--- src/rtl/core/ntab_pkg.sv ---
// ---------------------------------------------------------------------------
// Neighbor table package
// Shared sizes, field codes and controller/datapath interface types.
// ---------------------------------------------------------------------------
package ntab_pkg;

    localparam int TABLE_ENTRIES = 16;
    localparam int ID_WIDTH      = 32;
    localparam int IDX_W         = $clog2(TABLE_ENTRIES);
    localparam int CNT_W         = $clog2(TABLE_ENTRIES + 1);
    localparam int ADDR_W        = 32;
    localparam int TTL_W         = 8;
    localparam int LEN_W         = 16;
    localparam int FUNC_W        = 2;
    localparam int STATUS_W      = 3;
    localparam int OUT_CNT_W     = 5;
    localparam int CFG_IDX_W     = 2;
    localparam int CFG_DATA_W    = 32;

    localparam logic [LEN_W-1:0] ID_BYTES = LEN_W'(ID_WIDTH / 8);

    localparam logic [ADDR_W-1:0] OWN_ADDRESS_RESET = '0;
    localparam logic [TTL_W-1:0]  REFRESH_TTL_RESET = 8'd128;
    localparam logic [TTL_W-1:0]  AGE_STEP_RESET    = 8'd10;

    localparam logic [FUNC_W-1:0] FUNC_BEACON = 2'd0;
    localparam logic [FUNC_W-1:0] FUNC_TICK   = 2'd1;
    localparam logic [FUNC_W-1:0] FUNC_LOOKUP = 2'd2;

    localparam logic [CFG_IDX_W-1:0] CFG_OWN_ADDRESS = 2'd0;
    localparam logic [CFG_IDX_W-1:0] CFG_REFRESH_TTL = 2'd1;
    localparam logic [CFG_IDX_W-1:0] CFG_AGE_STEP    = 2'd2;

    localparam logic [STATUS_W-1:0] STATUS_BAD_LENGTH = 3'd0;
    localparam logic [STATUS_W-1:0] STATUS_OWN_BEACON = 3'd1;
    localparam logic [STATUS_W-1:0] STATUS_NEW        = 3'd2;
    localparam logic [STATUS_W-1:0] STATUS_REFRESHED  = 3'd3;
    localparam logic [STATUS_W-1:0] STATUS_FULL_DROP  = 3'd4;
    localparam logic [STATUS_W-1:0] STATUS_TICK_DONE  = 3'd5;
    localparam logic [STATUS_W-1:0] STATUS_HIT        = 3'd6;
    localparam logic [STATUS_W-1:0] STATUS_MISS       = 3'd7;

    typedef struct packed {
        logic load;
        logic step;
        logic apply;
    } ntab_cmd_t;

    typedef struct packed {
        logic scan_last;
        logic out_free;
    } ntab_stat_t;

    function automatic logic [OUT_CNT_W-1:0] sat_count(input logic [CNT_W-1:0] v);
        if ({5'd0, v} > (CNT_W + 5)'(31)) begin
            return 5'd31;
        end else begin
            return OUT_CNT_W'(v);
        end
    endfunction

endpackage

--- src/rtl/core/ntab_ctrl.sv ---
// ---------------------------------------------------------------------------
// Neighbor table controller
// Sequences one beat through load, table scan and result write-back.
// ---------------------------------------------------------------------------
module ntab_ctrl
    import ntab_pkg::*;
(
    input  logic       aclk,
    input  logic       aresetn,
    input  logic       s_valid,
    output logic       s_ready,
    input  ntab_stat_t stat,
    output ntab_cmd_t  cmd
);

    typedef enum logic [1:0] {
        ST_IDLE,
        ST_SCAN,
        ST_APPLY
    } state_t;

    state_t state_reg;
    logic   s_ready_reg;

    always_comb begin
        cmd       = '0;
        cmd.load  = s_valid && s_ready_reg;
        cmd.step  = (state_reg == ST_SCAN);
        cmd.apply = (state_reg == ST_APPLY) && stat.out_free;
    end

    always_ff @(posedge aclk) begin
        if (!aresetn) begin
            state_reg   <= ST_IDLE;
            s_ready_reg <= 1'b0;
        end else begin
            case (state_reg)
                ST_IDLE: begin
                    if (s_valid && s_ready_reg) begin
                        state_reg   <= ST_SCAN;
                        s_ready_reg <= 1'b0;
                    end else begin
                        s_ready_reg <= 1'b1;
                    end
                end
                ST_SCAN: begin
                    if (stat.scan_last) begin
                        state_reg <= ST_APPLY;
                    end
                end
                ST_APPLY: begin
                    if (stat.out_free) begin
                        state_reg   <= ST_IDLE;
                        s_ready_reg <= 1'b1;
                    end
                end
                default: begin
                    state_reg   <= ST_IDLE;
                    s_ready_reg <= 1'b0;
                end
            endcase
        end
    end

    assign s_ready = s_ready_reg;

endmodule

--- src/rtl/core/ntab_dp.sv ---
// ---------------------------------------------------------------------------
// Neighbor table datapath
// Holds the configuration, the entry table, the scan unit and the result register.
// ---------------------------------------------------------------------------
module ntab_dp
    import ntab_pkg::*;
(
    input  logic                  aclk,
    input  logic                  aresetn,
    input  logic                  cfg_we,
    input  logic [CFG_IDX_W-1:0]  cfg_index,
    input  logic [CFG_DATA_W-1:0] cfg_wdata,
    input  logic [FUNC_W-1:0]     s_func,
    input  logic [ID_WIDTH-1:0]   s_node_id,
    input  logic [ADDR_W-1:0]     s_sender_address,
    input  logic [LEN_W-1:0]      s_payload_length,
    output logic                  m_valid,
    input  logic                  m_ready,
    output logic [STATUS_W-1:0]   m_status,
    output logic [ADDR_W-1:0]     m_found_address,
    output logic [OUT_CNT_W-1:0]  m_removed_count,
    output logic [OUT_CNT_W-1:0]  m_entry_count,
    input  ntab_cmd_t             cmd,
    output ntab_stat_t            stat
);

    logic [ADDR_W-1:0] own_address_reg;
    logic [TTL_W-1:0]  refresh_ttl_reg;
    logic [TTL_W-1:0]  age_step_reg;

    logic                entry_valid_reg   [TABLE_ENTRIES];
    logic [ID_WIDTH-1:0] entry_id_reg      [TABLE_ENTRIES];
    logic [ADDR_W-1:0]   entry_address_reg [TABLE_ENTRIES];
    logic [TTL_W-1:0]    entry_ttl_reg     [TABLE_ENTRIES];

    logic [FUNC_W-1:0]   func_reg;
    logic [ID_WIDTH-1:0] id_reg;
    logic [ADDR_W-1:0]   addr_reg;
    logic [LEN_W-1:0]    len_reg;

    logic [IDX_W-1:0]  scan_idx_reg;
    logic              match_found_reg;
    logic [IDX_W-1:0]  match_idx_reg;
    logic [ADDR_W-1:0] match_addr_reg;
    logic              free_found_reg;
    logic [IDX_W-1:0]  free_idx_reg;
    logic [CNT_W-1:0]  removed_reg;
    logic [CNT_W-1:0]  count_reg;

    logic                 m_valid_reg;
    logic [STATUS_W-1:0]  status_reg;
    logic [ADDR_W-1:0]    found_reg;
    logic [OUT_CNT_W-1:0] removed_out_reg;
    logic [OUT_CNT_W-1:0] count_out_reg;

    logic                 cur_valid;
    logic                 cur_hit;
    logic                 cur_expire;
    logic                 is_tick;
    logic                 bcn_bad_len;
    logic                 bcn_own;
    logic                 bcn_refresh;
    logic                 bcn_new;
    logic [STATUS_W-1:0]  status_next;
    logic [CNT_W-1:0]     count_next;

    assign cur_valid  = entry_valid_reg[scan_idx_reg];
    assign cur_hit    = cur_valid && (entry_id_reg[scan_idx_reg] == id_reg);
    assign cur_expire = (entry_ttl_reg[scan_idx_reg] <= age_step_reg);
    assign is_tick    = (func_reg == FUNC_TICK);

    assign bcn_bad_len = (len_reg != ID_BYTES);
    assign bcn_own     = (addr_reg == own_address_reg);
    assign bcn_refresh = (func_reg == FUNC_BEACON) && !bcn_bad_len && !bcn_own
                         && match_found_reg;
    assign bcn_new     = (func_reg == FUNC_BEACON) && !bcn_bad_len && !bcn_own
                         && !match_found_reg && free_found_reg;

    always_comb begin
        case (func_reg)
            FUNC_BEACON: begin
                if (bcn_bad_len) begin
                    status_next = STATUS_BAD_LENGTH;
                end else if (bcn_own) begin
                    status_next = STATUS_OWN_BEACON;
                end else if (match_found_reg) begin
                    status_next = STATUS_REFRESHED;
                end else if (free_found_reg) begin
                    status_next = STATUS_NEW;
                end else begin
                    status_next = STATUS_FULL_DROP;
                end
            end
            FUNC_TICK:   status_next = STATUS_TICK_DONE;
            FUNC_LOOKUP: status_next = match_found_reg ? STATUS_HIT : STATUS_MISS;
            default:     status_next = STATUS_MISS;
        endcase
    end

    assign count_next = bcn_new ? count_reg + CNT_W'(1) : count_reg;

    always_ff @(posedge aclk) begin
        if (!aresetn) begin
            own_address_reg <= OWN_ADDRESS_RESET;
            refresh_ttl_reg <= REFRESH_TTL_RESET;
            age_step_reg    <= AGE_STEP_RESET;
        end else if (cfg_we) begin
            case (cfg_index)
                CFG_OWN_ADDRESS: own_address_reg <= cfg_wdata;
                CFG_REFRESH_TTL: refresh_ttl_reg <= cfg_wdata[TTL_W-1:0];
                CFG_AGE_STEP:    age_step_reg    <= cfg_wdata[TTL_W-1:0];
                default: ;
            endcase
        end
    end

    always_ff @(posedge aclk) begin
        if (!aresetn) begin
            for (int i = 0; i < TABLE_ENTRIES; i++) begin
                entry_valid_reg[i] <= 1'b0;
            end
            count_reg <= '0;
        end else if (cmd.step) begin
            if (is_tick && cur_valid && cur_expire) begin
                entry_valid_reg[scan_idx_reg] <= 1'b0;
                count_reg                     <= count_reg - CNT_W'(1);
            end
        end else if (cmd.apply) begin
            if (bcn_new) begin
                entry_valid_reg[free_idx_reg] <= 1'b1;
            end
            count_reg <= count_next;
        end
    end

    always_ff @(posedge aclk) begin
        if (cmd.step) begin
            if (is_tick && cur_valid && !cur_expire) begin
                entry_ttl_reg[scan_idx_reg] <= entry_ttl_reg[scan_idx_reg] - age_step_reg;
            end
        end else if (cmd.apply) begin
            if (bcn_refresh) begin
                entry_ttl_reg[match_idx_reg] <= refresh_ttl_reg;
            end else if (bcn_new) begin
                entry_ttl_reg[free_idx_reg]     <= refresh_ttl_reg;
                entry_id_reg[free_idx_reg]      <= id_reg;
                entry_address_reg[free_idx_reg] <= addr_reg;
            end
        end
    end

    always_ff @(posedge aclk) begin
        if (cmd.load) begin
            func_reg        <= s_func;
            id_reg          <= s_node_id;
            addr_reg        <= s_sender_address;
            len_reg         <= s_payload_length;
            scan_idx_reg    <= '0;
            match_found_reg <= 1'b0;
            match_idx_reg   <= '0;
            match_addr_reg  <= '0;
            free_found_reg  <= 1'b0;
            free_idx_reg    <= '0;
            removed_reg     <= '0;
        end else if (cmd.step) begin
            scan_idx_reg <= scan_idx_reg + IDX_W'(1);
            if (!match_found_reg && cur_hit) begin
                match_found_reg <= 1'b1;
                match_idx_reg   <= scan_idx_reg;
                match_addr_reg  <= entry_address_reg[scan_idx_reg];
            end
            if (!free_found_reg && !cur_valid) begin
                free_found_reg <= 1'b1;
                free_idx_reg   <= scan_idx_reg;
            end
            if (is_tick && cur_valid && cur_expire) begin
                removed_reg <= removed_reg + CNT_W'(1);
            end
        end
    end

    always_ff @(posedge aclk) begin
        if (!aresetn) begin
            m_valid_reg <= 1'b0;
        end else if (cmd.apply) begin
            m_valid_reg <= 1'b1;
        end else if (m_ready) begin
            m_valid_reg <= 1'b0;
        end
    end

    always_ff @(posedge aclk) begin
        if (cmd.apply) begin
            status_reg      <= status_next;
            found_reg       <= (func_reg == FUNC_LOOKUP && match_found_reg)
                               ? match_addr_reg : '0;
            removed_out_reg <= is_tick ? sat_count(removed_reg) : '0;
            count_out_reg   <= sat_count(count_next);
        end
    end

    assign stat.scan_last = (scan_idx_reg == IDX_W'(TABLE_ENTRIES - 1));
    assign stat.out_free  = !m_valid_reg || m_ready;

    assign m_valid         = m_valid_reg;
    assign m_status        = status_reg;
    assign m_found_address = found_reg;
    assign m_removed_count = removed_out_reg;
    assign m_entry_count   = count_out_reg;

endmodule

--- src/rtl/core/neighbor_table_with_aging_unit.sv ---
// ---------------------------------------------------------------------------
// Neighbor table with aging
// Keeps node id, address and time-to-live for up to sixteen neighbors.
//
// The input channel takes one beat per item: a beacon, an aging tick or a
// lookup. The result channel returns exactly one beat per item with a status,
// the found address, the removed count and the entry count after the item.
// Each item is scanned over the table one entry per cycle. A new item is
// accepted in the cycle after the previous result is written to the output
// register, so the block does not take an item before the last one is done.
// The output register holds a finished result while the next item is taken.
// If the receiver stalls, the next item completes its scan and then waits
// until the held result is taken.
// Reset clears all entries and loads the register defaults: own address 0,
// refresh TTL 128 and age step 10. Configuration is to be written only while
// idle; the block itself does not enforce this.
module neighbor_table_with_aging_unit
    import ntab_pkg::*;
(
    input  logic                  aclk,
    input  logic                  aresetn,
    input  logic                  cfg_we,
    input  logic [CFG_IDX_W-1:0]  cfg_index,
    input  logic [CFG_DATA_W-1:0] cfg_wdata,
    input  logic                  s_valid,
    output logic                  s_ready,
    input  logic [FUNC_W-1:0]     s_func,
    input  logic [ID_WIDTH-1:0]   s_node_id,
    input  logic [ADDR_W-1:0]     s_sender_address,
    input  logic [LEN_W-1:0]      s_payload_length,
    output logic                  m_valid,
    input  logic                  m_ready,
    output logic [STATUS_W-1:0]   m_status,
    output logic [ADDR_W-1:0]     m_found_address,
    output logic [OUT_CNT_W-1:0]  m_removed_count,
    output logic [OUT_CNT_W-1:0]  m_entry_count
);

    ntab_cmd_t  cmd;
    ntab_stat_t stat;

    ntab_ctrl u_ctrl (
        .aclk    (aclk),
        .aresetn (aresetn),
        .s_valid (s_valid),
        .s_ready (s_ready),
        .stat    (stat),
        .cmd     (cmd)
    );

    ntab_dp u_dp (
        .aclk             (aclk),
        .aresetn          (aresetn),
        .cfg_we           (cfg_we),
        .cfg_index        (cfg_index),
        .cfg_wdata        (cfg_wdata),
        .s_func           (s_func),
        .s_node_id        (s_node_id),
        .s_sender_address (s_sender_address),
        .s_payload_length (s_payload_length),
        .m_valid          (m_valid),
        .m_ready          (m_ready),
        .m_status         (m_status),
        .m_found_address  (m_found_address),
        .m_removed_count  (m_removed_count),
        .m_entry_count    (m_entry_count),
        .cmd              (cmd),
        .stat             (stat)
    );

endmodule

--- config.mk ---
export PLATFORM = sky130hd
export DESIGN_NAME = neighbor_table_with_aging_unit
export DESIGN_NICKNAME = d
export VERILOG_FILES = /design/src/rtl/core/ntab_pkg.sv /design/src/rtl/core/ntab_ctrl.sv /design/src/rtl/core/ntab_dp.sv /design/src/rtl/core/neighbor_table_with_aging_unit.sv
export SDC_FILE = /design/constraint.sdc
export NUM_CORES = 1
export LEC_CHECK = 0
export ABC_AREA = 0
export BUFFER_PORTS_ARGS = -buffer_cell sky130_fd_sc_hd__buf_2
export CAP_MARGIN = 0
export CELL_PAD_IN_SITES_DETAIL_PLACEMENT = 1
export CELL_PAD_IN_SITES_GLOBAL_PLACEMENT = 1
export CORE_AREA = 8 8 324 326
export CTS_CLUSTER_SIZE = 10
export DETAILED_ROUTE_END_ITERATION = 7
export DIE_AREA = 0 0 332 334
export PLACE_DENSITY_LB_ADDON = 0.1
export RECOVER_POWER = 25
export SYNTH_ARGS = -nofsm -noshare
export SYNTH_HDL_FRONTEND = slang
export SYNTH_SLANG_ARGS = --single-unit
--- constraint.sdc ---
create_clock -name aclk -period 16.9 [get_ports aclk]
set_input_delay 0 -clock aclk [delete_from_list [all_inputs] [get_ports aclk]]
set_output_delay 0 -clock aclk [all_outputs]
set_load 0.01 [all_outputs]
Word-level counts from Yosys, hierarchy flattened:

Memories as Yosys holds them, arrays and structs flattened. A register that Yosys moved wholly into a read port is not among the register bits.
Index checks and enable logic that the tools add are counted.

* bits in registers: 203
* bits in writable memories: 1168
* input port bits: 121
* output and inout bits: 47
* logic and storage cells: 144
* memories: 4

Memories
* u_dp.entry_address_reg: depth 16, bits a word 32, rd ports 1, clocked after memory_dff 1, write ports 1, RTL line ntab_dp.sv:33 `logic [ADDR_W-1:0] entry_address_reg [TABLE_ENTRIES];`
* u_dp.entry_id_reg: depth 16, bits a word 32, rd ports 1, clocked after memory_dff 1, write ports 1, RTL line ntab_dp.sv:32 `logic [ID_WIDTH-1:0] entry_id_reg [TABLE_ENTRIES];`
* u_dp.entry_ttl_reg: depth 16, bits a word 8, rd ports 1, clocked after memory_dff 1, write ports 1, RTL line ntab_dp.sv:34 `logic [TTL_W-1:0] entry_ttl_reg [TABLE_ENTRIES];`
* u_dp.entry_valid_reg: depth 16, bits a word 1, rd ports 1, clocked after memory_dff 1, write ports 16, RTL line ntab_dp.sv:31 `logic entry_valid_reg [TABLE_ENTRIES];`

* $add $sub $neg: 5
* order comparisons: 1
* eq/ne operators: 14
* multiplexer cells: 58
* bitwise gates (word level): 1
* reductions and logical operators: 40

Operators with widths (count)
* 32-bit == test: 2
* 4-bit 2-to-1 mux: 10
* 1-bit 2-to-1 mux: 32
* 5-bit 2-to-1 mux: 4
* 8-bit 2-to-1 mux: 2
* 16-bit by 3-bit inequality test with 1-bit output (second input constant): 1
* 2-bit AND reduction: 8
* 8-bit OR reduction: 2
* 1-bit logical AND: 14
* 3-bit 2-to-1 mux: 4
* 5-bit by 1-bit adder with 5-bit output (second input constant): 2
* 3-bit case mux with 3 select lines: 1
* 8-bit <= comparator: 1
* 8-bit subtractor: 1
* 1-bit logical NOT: 7
* 2-bit by 1-bit == test with 1-bit output (second input constant): 3
* 2-bit == test (second input constant): 3
* 2-bit logical NOT: 3
* 2-bit 2-to-1 mux: 3
* 2-bit by 1-bit inequality test with 1-bit output (second input constant): 3
* 2-bit case mux with 3 select lines: 1
* 5-bit by 1-bit subtractor with 5-bit output (second input constant): 1
* 4-bit by 1-bit adder with 4-bit output (second input constant): 1
* 4-bit == test (second input constant): 1
* 7 further kinds: 9

Logic depth before layout (Yosys ltp):

* depth in word-level cells: 13
* gate-level depth with buffers: 22
* depth with buffers taken out: 14

Hierarchy:

From an unflattened synthesis, not the netlist that was laid out.

* cell total of the unflattened synthesis: 2882
* area, all modules: 55090.3 µm²

By module, submodules not included
* ntab_dp: instances 1, cells an instance 2865, area an instance 54937.7 µm², seq. area each 40909.2 µm²
* ntab_ctrl: instances 1, cells an instance 17, area an instance 152.6 µm², seq. area each 60.1 µm²

Least setup slack after synthesis:

OpenSTA, ideal clock, no wires.

* path type: register to register
* start: reg u_dp.m_valid_reg (netlist: u_dp.m_valid)
* end: mem u_dp.entry_address_reg[5][0], enable pin
* library setup time: 0.486 ns
* arrival time: 5.675 ns
* path slack: 10.739 ns
* cell stages (with the launch flop): 8
* path buffers: 2
* period minus slack after synthesis: 6.161 ns
* cells stage by stage: dfxtp_1 nand2b_1 and3_1 clkbuf_1 o2111a_1 clkbuf_1 nand3b_1 nor2_1

RTL lines
* from (decl): RTL line ntab_dp.sv:50 `logic m_valid_reg;`
* from (signal assigned): RTL line ntab_dp.sv:184 `m_valid_reg <= 1'b0;`
* from (signal assigned): RTL line ntab_dp.sv:186 `m_valid_reg <= 1'b1;`
* from (signal assigned): RTL line ntab_dp.sv:188 `m_valid_reg <= 1'b0;`
* to (decl): RTL line ntab_dp.sv:33

Worst setup path after layout:

* start: reg u_dp.addr_reg[23]
* end: mem u_dp.entry_ttl_reg[2][7], enable pin

* cells in the longest elaborated chain, start to end: 12
* elaborated cells between the ends (all ways): 21

Ends and longest elaborated chain
* from (decl): RTL line ntab_dp.sv:38 `logic [ADDR_W-1:0] addr_reg;`
* from (signal assigned): RTL line ntab_dp.sv:156 `addr_reg <= s_sender_address;`
* 32-bit == test (*): RTL line ntab_dp.sv:73 `assign bcn_own = (addr_reg == own_address_reg);`
* 1-bit logical NOT (*): RTL line ntab_dp.sv:74, ntab_dp.sv:76
* 1-bit logical AND (*): RTL line ntab_dp.sv:74, ntab_dp.sv:76
* 1-bit logical AND (2 in series): RTL line ntab_dp.sv:77 `&& !match_found_reg && free_found_reg;`
* 1-bit 2-to-1 mux: RTL line ntab_dp.sv:144 `end else if (bcn_new) begin`
* 1-bit 2-to-1 mux: RTL line ntab_dp.sv:142 `if (bcn_refresh) begin`
* 1-bit 2-to-1 mux: RTL line ntab_dp.sv:141 `end else if (cmd.apply) begin`
* 1-bit 2-to-1 mux: RTL line ntab_dp.sv:137 `if (cmd.step) begin`
* 1-bit 2-to-1 mux (not written as such): RTL line ntab_dp.sv:145 `entry_ttl_reg[free_idx_reg] <= refresh_ttl_reg;`
* 8-bit OR reduction (no source line)
* 4-bit 2-to-1 mux (no source line) or 1-bit 2-to-1 mux (tied branches)
* to (decl): RTL line ntab_dp.sv:34

Mark *: on every way between the ends. The rest lies on a longest branch, timed or not.

==> summary.md <==
| Metric | Value |
|---|---|
| P_int | about 6400 uW |
| Boundary Pins | ~170 |
| GR Overflow Total | 0 |
| Clock share of power | 37.1% |
| Number of synthesis warnings | 0 |
| Post-Syn Area | around 54,000 um^2 |
| Die Wd | between 300 and 400 um |
| Vias per cell | ~6.3 |
| Worst-Margin Slew | around 1.3 ns |
| Max cap viols | 0 |
| Sw Ratio | 24.86% |
| FFs w/ async S/R, synth | 0% |
| Mean post-synth cell area | roughly 20 um^2 |
| Core ar. | 99,570 um^2 |
| Register bit total from synthesis | 1,407 |
| Port Buffers | roughly 170 |
| Pre-CTS WS | between 10 and 15 ns |
| Starting DRC count in detailed routing | about 3,300 |
| Worst setup EP type | flip-flop |
| Synth Instances | 2,712 |
| First-pass GRT wire length | about 210 mm |
| CTS tree | yes |
| Final wirelength | ~140 mm |
| Hold path cells | 4 |
| Fin crit share | 36.25% |
| Layout Utilization | a little under two thirds |
| Vias | 28,772 |
| Combinational share of power | 15.7% |
| WL/cell | about 32 um |
| Worst-path clk slew | about 0.050 ns |
| Status | complete, no violations |
| Post-layout min period | 6.126 ns |
| Yosys cell types | 67 |
| Achievable Freq | approximately 0.16 GHz |
| Starting Density | a little over half |
| Setup TNS | 0 ns |
| ANT cells | 0 |
| RSZ-0062 raised after global routing | no |
| Post CTS Setup Buffer Count | 0 |
| PD cells | about 130 nW/um^2 |
| Inserted Clock Buffers | 161 |
| CP Class | reg2reg |
| CTS Buffer Depth | 3 |
| Maximum VDD drop | approximately 0.11 mV |
| Chip height | between 300 and 400 um |
| NetSw | between 2000 and 2500 uW |
| Reg2Reg Depth | 8 |
| Post-route setup slack | 10.77 ns |
| Vias in the first global route | between 30,000 and 40,000 |
| Layout cell share with drive strength beyond 1 | 22.98% |
| Lkg Pwr | between 0.02 and 0.025 uW |
| Worst reg2reg startpoint | u_dp.addr_reg[23] |
| Min-delay src | cfg_wdata[0] |
| Antenna violations before repair | 5 |
| Worst hold path type | in2reg |
| DRT Pass-1 Iters | 5 |
| Critical path required time | 17.27 ns |
| Worst Setup Start Kind | flip-flop |
| HPWL after DPL | just under 80 mm |
| Cells resized by post-CTS repair | 0 |
| # setup viols final | 0 |
| Reg power frac | between 40% and 50% |
| H-Tree Depth | 4 |
| Die ar. | roughly 110,000 um^2 |
| Power, Total | between 8000 and 9000 uW |
| Nets | between 3,000 and 4,000 |
| Rel. slew slack | around 11% |
| Non-Filler Instances | between 4,000 and 5,000 |
| Register area share after synthesis | 75.41% |
| Gpl congestion | between 0.8 and 0.9 |
| R2R Setup Slk | 10.77 ns |
| Worst Hold End | u_dp.refresh_ttl_reg[0] |
| Clk_lat worst skew | roughly 0.77 ns |
| EDFF count, synth | 1,279 |
| Placed insts | roughly 4,000 |
| Total track usage | about 26% |
| Final max-slew violation count | 0 |
| Setup Skew | roughly 0.032 ns |
| Max FO, Critical Path | 17 |
| CTS root buffer | clkbuf_16 |
| Final hold viol count | 0 |
| CP Data Arrival Time | roughly 6.5 ns |
| Routed Antenna Nets | 0 |
| Rows | around 120 |
| Largest net degree at the start of global routing | 104 |
| Worst reg2reg path endpoint | u_dp.entry_ttl_reg[2][7] |
| Main synth FF type | edfxtp_1 |
| CTS sink cnt | 1,407 |
| Layout area overhead | 17.01% |
| Drt drc | 0 |
| Net count after synthesis | roughly 2,900 |
layout make-up:
type / instances / area, um^2
fillers: 8260 / 36000
well taps: 1298 / 1624
clock inverters: 13 / 182.7
repair buffers: 451 / 3531
inverters: 29 / 108.9
flip-flops and latches: 1407 / 40990
clock buffers: 248 / 4471
multi-input cells: 1137 / 12660
routing by layer:
layer	up-vias	wire length [um]	track usage [%]	part of all wire (%)
met5	-	0	0	0
met1	15355	60190	36.36	42
met2	1295	70810	42.45	49
met4	0	2820	6.473	1.9
li1	11924	-	-	-
met3	198	10880	4.459	7.5
critical path, cell delays in order (launching register included):
cell	delay, ns
edfxtp_1	0.85
xor2_1	0.15
nor4_1	1.00
nand4_1	0.68
o2111ai_1	0.72
mux2_2	0.41
o21ai_0	0.55
nand3_1	0.38
nor3_1	0.98
power groups by stage:
| stage | combinational [uW] | clock (uW) | sequential [uW] |
|---|---|---|---|
| 6_report | 1330 | 3150 | 4010 |
| 5_1_grt | 1420 | 3320 | 4030 |
| 4_1_cts | 1350 | 3200 | 4020 |
| 3_5_place_dp | 1300 | 0 | 4090 |
| 3_3_place_gp | 1260 | 0 | 4080 |
| 2_1_floorplan | 999 | 0 | 4000 |
timing repair:
action / in CTS / in global routing
endpoints found under the hold margin: 200 / 0
setup endpoints to repair: 0 / 0
hold buffers: 223 / 0
worst max-delay path by stage:
stage / endpoint / cells past startpoint / start
after floorplan: u_dp.entry_address_reg[5][0] / 7 / u_dp.m_valid
after global placement: u_dp.entry_ttl_reg[0][5] / 11 / flip-flop
after detailed placement: u_dp.entry_ttl_reg[0][6] / 11 / flip-flop
after CTS: u_dp.entry_ttl_reg[1][1] / 11 / flip-flop
after global routing: u_dp.entry_ttl_reg[0][5] / 11 / flip-flop
final: u_dp.entry_ttl_reg[2][7] / 8 / u_dp.addr_reg[23]
synthesized netlist by cell type (4+ instances only):
master / instances / area share, %
a22o_1: 4 / 0.064
nand2b_1: 11 / 0.13
o211ai_1: 19 / 0.26
inv_1: 27 / 0.19
a21oi_1: 49 / 0.45
dfxtp_1: 128 / 4.7
nor3_1: 9 / 0.083
nor2_1: 129 / 0.89
nor2b_1: 10 / 0.12
nand3b_1: 5 / 0.069
mux4_2: 314 / 13
edfxtp_1: 1279 / 71
mux2_2: 9 / 0.19
ha_1: 16 / 0.37
buf_2: 22 / 0.20
and3_1: 35 / 0.40
buf_12: 4 / 0.15
o21a_1: 6 / 0.083
o22ai_1: 4 / 0.046
clkbuf_1: 73 / 0.50
a31oi_1: 7 / 0.081
xor2_1: 54 / 0.87
and2_1: 11 / 0.13
or3_1: 6 / 0.069
nor4_1: 14 / 0.16
nand2_1: 120 / 0.83
buf_4: 11 / 0.15
o21ai_1: 5 / 0.046
nand4_1: 13 / 0.15
nand3_1: 14 / 0.13
a22oi_1: 10 / 0.14
o21ai_0: 39 / 0.36
nor4b_1: 4 / 0.064
buf_6: 10 / 0.21
mux2i_1: 130 / 2.4
o31ai_1: 11 / 0.15
buf_1: 19 / 0.13
a221oi_1: 11 / 0.18
xnor2_1: 30 / 0.48
cells by family (layout without fill, tap and decap cells):
group / count (synthesis) / in the layout / synth area share (%)
DFF: 1407 / 1407 / 75.41
muxes: 453 / 453 / 15.60
and+or+nand+nor: 390 / 390 / 3.351
AOI/OAI and AO/OA: 193 / 193 / 2.331
buffers and inverters: 168 / 741 / 1.545
xor gates and xnor gates: 84 / 84 / 1.354
adders and majority gates: 17 / 17 / 0.4054
layout by cell type, fill, tap and decap left out, drive strengths merged, types with 54 or more instances in the layout:
cell type    synthesis  routed
edfxtp            1279    1279
mux4               314     314
clkbuf              73     266
dlygate4sd3          0     223
buf                 66     210
mux2i              130     130
nor2               130     130
dfxtp              128     128
nand2              120     120
xor2                54      54
through the flow:
stage / hold slack, ns / instance area (um^2)
floorplan: 0.09887 / 54330
global placement: 0.1760 / 56690
detailed placement: 0.1788 / 56690
CTS: 0.004843 / 63580
global route: 0.1000 / 63570
finish: 0.1143 / 63570
Power figures use the tool's default switching activity.
